[src/sv/skvt_pkg.sv]
// Shared types, codes and compare functions for the sorted keyed value table.
package skvt_pkg;

  localparam int unsigned CAPACITY = 64;

  localparam int unsigned CodeW  = 16;
  localparam int unsigned WordW  = 32;
  localparam int unsigned StatW  = 3;
  localparam int unsigned TotalW = 7;

  localparam logic REQ_SET  = 1'b0;
  localparam logic REQ_FIND = 1'b1;

  localparam logic [StatW-1:0] STATUS_REPLACED  = 3'd0;
  localparam logic [StatW-1:0] STATUS_INSERTED  = 3'd1;
  localparam logic [StatW-1:0] STATUS_FOUND     = 3'd2;
  localparam logic [StatW-1:0] STATUS_NOT_FOUND = 3'd3;
  localparam logic [StatW-1:0] STATUS_FULL      = 3'd4;

  typedef struct packed {
    logic [CodeW-1:0]        code;
    logic signed [WordW-1:0] product;
    logic signed [WordW-1:0] first_param;
    logic signed [WordW-1:0] second_param;
  } key_t;

  typedef struct packed {
    logic cmp;
    logic scan;
    logic replace;
    logic insert;
  } cell_ctrl_t;

  typedef struct packed {
    key_t             key;
    logic [WordW-1:0] value;
    logic             lt;
    logic             hit;
    logic [WordW-1:0] acc;
  } cell_link_t;

  function automatic logic key_equal(key_t a, key_t b);
    return (a.code == b.code) && (a.product == b.product) &&
           (a.first_param == b.first_param) && (a.second_param == b.second_param);
  endfunction

  function automatic logic key_less(key_t a, key_t b);
    logic res;
    if (a.code != b.code) begin
      res = a.code < b.code;
    end else if (a.product != b.product) begin
      res = $signed(a.product) < $signed(b.product);
    end else if (a.first_param != b.first_param) begin
      res = $signed(a.first_param) < $signed(b.first_param);
    end else begin
      res = $signed(a.second_param) < $signed(b.second_param);
    end
    return res;
  endfunction

endpackage

[src/sv/skvt_cell.sv]
// One table cell: holds an entry, compares it with the request and links to its neighbor.
module skvt_cell #(
  parameter int unsigned IDX  = 0,
  parameter int unsigned CntW = 7
) (
  input  logic                       clk_i,
  input  logic                       rst_ni,
  input  skvt_pkg::cell_ctrl_t       ctrl_i,
  input  skvt_pkg::key_t             req_key_i,
  input  logic [skvt_pkg::WordW-1:0] req_value_i,
  input  logic [CntW-1:0]            count_i,
  input  skvt_pkg::cell_link_t       prev_i,
  output skvt_pkg::cell_link_t       link_o
);

  skvt_pkg::key_t             key_q;
  logic [skvt_pkg::WordW-1:0] value_q;
  logic                       lt_q;
  logic                       eq_q;
  logic                       hit_q;
  logic [skvt_pkg::WordW-1:0] acc_q;
  logic                       occupied;
  logic                       eq_now;

  assign occupied = CntW'(IDX) < count_i;
  assign eq_now   = occupied && skvt_pkg::key_equal(key_q, req_key_i);

  always_ff @(posedge clk_i or negedge rst_ni) begin
    if (!rst_ni) begin
      lt_q  <= 1'b0;
      eq_q  <= 1'b0;
      hit_q <= 1'b0;
      acc_q <= '0;
    end else if (ctrl_i.cmp) begin
      lt_q  <= occupied && skvt_pkg::key_less(key_q, req_key_i);
      eq_q  <= eq_now;
      hit_q <= eq_now;
      acc_q <= eq_now ? value_q : '0;
    end else if (ctrl_i.scan) begin
      hit_q <= hit_q | prev_i.hit;
      acc_q <= acc_q | prev_i.acc;
    end
  end

  always_ff @(posedge clk_i) begin
    if (ctrl_i.replace && eq_q) begin
      value_q <= req_value_i;
    end else if (ctrl_i.insert && !lt_q) begin
      if (prev_i.lt) begin
        key_q   <= req_key_i;
        value_q <= req_value_i;
      end else begin
        key_q   <= prev_i.key;
        value_q <= prev_i.value;
      end
    end
  end

  assign link_o.key   = key_q;
  assign link_o.value = value_q;
  assign link_o.lt    = lt_q;
  assign link_o.hit   = hit_q;
  assign link_o.acc   = acc_q;

endmodule

[config.mk]
export PLATFORM = sky130hd
export DESIGN_NAME = skvt_cell
export DESIGN_NICKNAME = d
export VERILOG_FILES = /design/src/sv/skvt_pkg.sv /design/src/sv/skvt_cell.sv
export SDC_FILE = /design/constraint.sdc
export NUM_CORES = 1
export LEC_CHECK = 0
export BUFFER_PORTS_ARGS = -buffer_cell sky130_fd_sc_hd__buf_2
export CAP_MARGIN = 15
export CORE_AREA = 3 3 200 202
export CTS_CLUSTER_SIZE = 25
export DETAILED_ROUTE_END_ITERATION = 8
export DIE_AREA = 0 0 203 205
export HOLD_SLACK_MARGIN = 0.12
export MAX_ROUTING_LAYER = met4
export PLACE_DENSITY = 0.64
export SETUP_SLACK_MARGIN = 0.5
export SYNTH_ARGS = -nofsm -noshare
export SYNTH_HDL_FRONTEND = slang
export SYNTH_SLANG_ARGS = --single-unit
export TNS_END_PERCENT = 20
[constraint.sdc]
create_clock -name clk_i -period 9 [get_ports clk_i]
set_input_delay 0.45 -clock clk_i [delete_from_list [all_inputs] [get_ports clk_i]]
set_output_delay 0.45 -clock clk_i [all_outputs]
set_load 0.03 [all_outputs]
== Yosys cells after proc, flatten, opt, wreduce, memory -nomap -nowiden ==
Cells that the tools add are included.

* Order comparisons: 5
* Reduce and logical (&&, ||, !) cells: 11
* Eq/ne operators: 7
* Multiplexer cells: 13
* Bitwise operators: 3

{| class="wikitable"
|+ Operators by type and width
! cell !! number
|-
| $mux 32 || 6
|-
| $mux 112 || 1
|-
| $eq 32x32->1 || 3
|-
| $lt 32x32->1 || 3
|-
| $ne 32x32->1 || 2
|-
| $or 32x32->32 || 1
|-
| $eq 16x16->1 || 1
|-
| $lt 16x16->1 || 1
|-
| $ne 16x16->1 || 1
|-
| $logic_and 1x1->1 || 7
|-
| $lt 1x7->1 const A || 1
|-
| $mux 1 || 6
|-
| $reduce_bool 2->1 || 2
|-
| $reduce_and 2->1 || 1
|-
| $logic_not 1->1 || 1
|-
| $not 1->1 || 1
|-
| $or 1x1->1 || 1
|}

* Output and inout port bits: 178
* Flip-flop bits (word level): 179
* Input port bits: 335
* Word-level logic and storage cells: 48

== Depth between registers and ports, before layout ==
* Depth in word-level cells: 7
* Gate-level depth with buffers: 11
* Gate-level depth less buffers: 10

== Worst setup path after synthesis ==
Ideal clock, no wire load.

* Path type: input-to-reg
* Start point: in ctrl_i[0] in the netlist's numbering
* End point: reg key_q, in the netlist link_o[100], enable pin
* Cell stages on the path: 2
* Arrival time: 5.919 ns
* Library setup time: 0.620 ns
* Data required time: 8.380 ns
* Path buffers: 0
* Path slack: 2.461 ns
* Cell sequence: nand2_1 -> a21oi_1

* Longest elaborated chain between the ends: 2

{| class="wikitable"
|+ RTL lines
! item !! line !! text
|-
| from (decl) || skvt_cell.sv:8 || <nowiki>input skvt_pkg::cell_ctrl_t ctrl_i,</nowiki>
|-
| $logic_and 1x1->1 || skvt_cell.sv:48 || <nowiki>end else if (ctrl_i.insert && !lt_q) begin</nowiki>
|-
| $reduce_and 2->1 (no source line) || -- ||
|-
| to (signal assigned) || skvt_cell.sv:50 || <nowiki>key_q <= req_key_i;</nowiki>
|-
| to (signal assigned) || skvt_cell.sv:53 || <nowiki>key_q <= prev_i.key;</nowiki>
|-
| to (decl) || skvt_cell.sv:16 || <nowiki>skvt_pkg::key_t key_q;</nowiki>
|}

No other way between the ends.
A chain may end at the register's enable or synchronous reset.

== Final worst setup path ==
* Start point: reg key_q, in the netlist link_o[108]
* End point: reg acc_q[14] in the netlist's numbering

* Longest elaborated chain between the ends: 6

{| class="wikitable"
|+ RTL lines
! item !! line !! text
|-
| $eq 32x32->1 || skvt_pkg.sv:44 || <nowiki>(a.first_param == b.first_param) && (a.second_param == b.second_param);</nowiki>
|-
| $logic_and 1x1->1 || skvt_pkg.sv:43 || <nowiki>return (a.code == b.code) && (a.product == b.product) &&</nowiki>
|-
| $logic_and 1x1->1 || skvt_pkg.sv:44 ||
|-
| $logic_and 1x1->1 || skvt_cell.sv:26 || <nowiki>assign eq_now = occupied && skvt_pkg::key_equal(key_q, req_key_i);</nowiki>
|-
| $mux 32 || skvt_cell.sv:38 || <nowiki>acc_q <= eq_now ? value_q : '0;</nowiki>
|-
| $mux 32 || skvt_cell.sv:34 || <nowiki>end else if (ctrl_i.cmp) begin</nowiki>
|-
| to (signal assigned) || skvt_cell.sv:38 ||
|-
| to (signal assigned) || skvt_cell.sv:41 || <nowiki>acc_q <= acc_q | prev_i.acc;</nowiki>
|-
| to (decl) || skvt_cell.sv:21 || <nowiki>logic [skvt_pkg::WordW-1:0] acc_q;</nowiki>
|}

No other way between the ends.

==> results.txt <==
* Status: complete, no violations
* Adder and majority cell fraction of the synthesized area: 13.2%
- Startpoint types: register
- Between clock sinks in the finished design, the worst skew comes to 0.0106 ns.
* Fin crit period: roughly 3.2 ns
- Post-layout instance count excluding filler cells: ~2000
* Post-Syn Nets: 1350
* Register bit total from synthesis: roughly 180
* Net count, final: 1855
- The clock passes through at most 2 buffers.
* Maximum number of pins on one net before global-route repair: 71
* Gp weighted congestion: 0.878
- The count of nets left with antenna violations once routing finished came out at 0.
- The wire-length estimate of the detail-placed layout is 28.8 mm.
- Total power density per cell area: 164 nW/um2
- The number of placed instances, taps included, is 1906.
- Share of total power in combinational logic: 23.4%
- Gates resized during post-CTS repair numbered 0.
* TritonCTS clock tree: yes
- Number of antenna violations at the first check in global routing: 4
- The die is 203 um wide.
* Footprint of the multi-input gates: 4830 um2
- Wire length after detailed routing: 35.9 mm
- Number of DRC markers in iteration 0: 376
- Top-area cell type share of the netlist area: 40.8%
* Most instantiated flip-flop cell in the synthesis netlist: edfxtp_1
- For this design the static power due to leakage is 6.99 nW.
* Highest achievable clock rate: 309 MHz
- Floorplan die height: 205 um
* I/O Buffers: 512
* Via density: 4.63
- The number of max-slew violations in the final report came to 0.
- Data on the critical path is required at its endpoint by roughly 9.4 ns.
* Die footprint: 41600 um2
- Warnings, synthesis: 0
* I/O pin count: approximately 510
* Total vias in the final route: 8999
- The worst setup path is captured at a register.
- DRC violation count after routing: 0
- VDD sags by at most 0.131 mV.
- The count of final hold-check violations is 0.
- The tightest min-delay check is of the input pin to register type.
- Period utilization: 36.0%
- Worst-Skew Late Latency: about 0.46 ns
* Number of synthesized flops with an enable pin: 144
- Global-route track usage on met3: 5.01%
- Least-Margin Pin Slew: 1.05 ns
* Synthesized-area fraction occupied by ao, oa, aoi and oai cells: between 10% and 20%
* Global-route track usage on met1: 19.7%
* Register Area: 5200 um2
* Sequential group share of total power: between 40 and 50%
- Clock buffer count from CTS: 17
- Largest cells by area after synthesis: edfxtp_1 41%, mux2_2 15%, ha_1 13%
- Async set-or-reset flop fraction in the synthesized netlist: around a fifth
- Across every metal layer, demand over resource in global routing totals 17.1%.
- Final critical-path setup slack: 5.76 ns
- The floorplan has 72 rows.
- In the final layout, the share of cells above drive strength 1 is 49.1%.
- Average detailed-routed wire length per instance: roughly 18 um
- The worst pin sits at a relative slew slack of 30.1%.
- Global routing met2 resource utilization: 27.8%
- Fraction of power spent switching nets: between 30% and 40%
* Wire length of the first global-routing pass: 52.4 mm
- Post-Synthesis Cells: 903
- Initial cell density of the core: about 28%
* Area growth, synth to finish: 35.3%
- The clock tree synthesis step divided the H-tree into 4 levels.
- Sequential elements use 49.0% of the synthesized area.
- After synthesis, the largest family of logic cells by area is multiplexers.
- The mapped netlist covers 10600 um2.
* Global routing's busiest layer: met2
* Worst slack at placement: 5.41 ns
- CP arrival: 3.62 ns
- Internal power consumption: 0.00161 W
- Maximum fanout count along the critical path: 67
* Count of different cell masters after synthesis: 44
* Fraction of synthesized cell area in xor and xnor cells: 0.0826%
* Switching power of the nets: 0.000740 W
- Number of filler cells placed in the layout: 3883
- Final Setup Violations: 0
* RSZ-0062 raised after global routing: false
- Final sum of negative setup slack: 0 ns
* Vias in the first global route: 9306
- Summed over all layers, the global routing overflow is 0.
- Dividing the synthesized area by the synthesized cell count gives 11.7 um2.
* Post-synthesis mux area share: about 15%
- For this design, the sink count on the clock tree is between 150 and 200.
* Relative contribution of the clock network to total power: 33.2%
- Placeable Area: approximately 38000 um2
- By startpoint and endpoint, the worst setup path is classified as register to register.
- Library cell occupying the most area in the post-synthesis netlist: edfxtp_1
- Fraction of the mapped netlist area in simple logic gates: 5.62%
- Number of max-cap violations: 0
- After clock tree synthesis, the clock-pin slew on the worst setup and hold paths is 0.08 ns.
- The cell sitting at the root of the clock tree is a clkbuf_16.
* First-pass iteration count of the detailed router: 5
-- per-stage QoR --
stage               utilization (%)  total power [W]  hold WS, ns  instance area, um2
finish                         37.3          0.00235        0.287               14300
floorplan                         -          0.00137        0.154               10600
global placement               35.7          0.00158        0.466               13700
global route                   37.3          0.00247        0.249               14300
detailed placement             35.7          0.00159        0.491               13700
CTS                            37.3          0.00239        0.243               14300
-- placed cells by master (no fill, tap or decap), drive strengths merged, types with 8 or more instances in the layout --
cell type    n
mux2       144
clkbuf      20
nand4       22
buf        518
edfxtp     144
dfrtp       35
nor4         8
nand2       59
nor2         9
inv        125
nand3        9
o21ai       12
a21o        43
ha         112
a21oi      110
-- per-layer routing --
layer	share of wire [%]	up-vias	routed length (um)
li1	-	4318	-
met1	41	4223	14600
met2	49	393	17400
met3	7.6	65	2720
met4	3.2	0	1130
met5	0	-	0
-- cells in the mapped netlist (2+ instances only) --
cell	number
nor4_1	7
nor2_1	9
dfrtp_1	35
buf_2	4
a221oi_1	2
a21o_1	43
o21ai_0	12
a21oi_1	110
a31oi_1	2
o21a_1	3
nor2b_1	3
ha_1	112
edfxtp_1	144
a221o_1	3
o211a_1	2
o211ai_1	6
and3_1	2
nand4_1	22
a211oi_1	3
nand2_1	59
nand3_1	9
mux2_2	144
clkbuf_1	23
inv_1	119
buf_4	6
-- power by group through the flow --
| stage | Combinational (W) | Sequential [W] | Clock, W |
|---|---|---|---|
| after detailed placement | 0.000555 | 0.00104 | 0 |
| after CTS | 0.000558 | 0.00102 | 0.000805 |
| after floorplan | 0.000212 | 0.00116 | 0 |
| after global placement | 0.000547 | 0.00104 | 0 |
| after global routing | 0.000602 | 0.00103 | 0.000838 |
| final | 0.000551 | 0.00102 | 0.000781 |
-- cell type report --
type                    instances  share of cell area, %
well taps                     518                   4.52
inverters                     119                   3.11
diodes                          5                 0.0872
multi-input cells             572                   33.7
repair buffers                519                   18.3
clock inverters                12                  0.785
flip-flops and latches        179                   36.2
clock buffers                  20                   3.34
-- timing repair --
action                     CTS  global route
setup buffers                0             0
hold endpoints to repair    35             0
hold buffers                 1             0
setup endpoints to repair    0             0
-- cell families after synthesis --
family	count (synthesis)
muxes	144
and+or+nand+nor	120
adders and majority gates	112
xor gates and xnor gates	1
DFF	179
buffers and inverters	152
AOI/OAI and AO/OA	195
-- registers in the layout (all words and copies together), names as in the netlist --
signal   count
eq_q         1
acc_q       32
value_q     32
hit_q        1
lt_q         1
link_o     112
-- worst paths after layout --
path | end | slack (ns) | depth (start not counted) | from
max | acc_q[14]$_DFFE_PN0P_ | 5.76 | 9 | link_o[108]$_DFFE_PP_
max in group asynchronous | lt_q$_DFFE_PN0P_ | 7.78 | 2 | rst_ni
min in group asynchronous | acc_q[15]$_DFFE_PN0P_ | 0.67 | 2 | rst_ni
max reg2reg | acc_q[14]$_DFFE_PN0P_ | 5.76 | 9 | link_o[108]$_DFFE_PP_
min | link_o[87]$_DFFE_PP_ | 0.29 | 2 | prev_i[87]
min reg2reg | hit_q$_DFFE_PN0P_ | 0.50 | 1 | hit_q$_DFFE_PN0P_
-- worst max-delay path, stage by stage, from the launching register on --
cell,delay (ns)
edfxtp_1,0.39
ha_1,0.33
nand4_1,0.18
nor4_1,0.75
nand2b_4,0.16
nor4_4,0.27
buf_4,0.57
a21o_1,0.21
a21oi_1,0.07
a21oi_1,0.16
No activity file was read; power rests on OpenSTA's default activity.
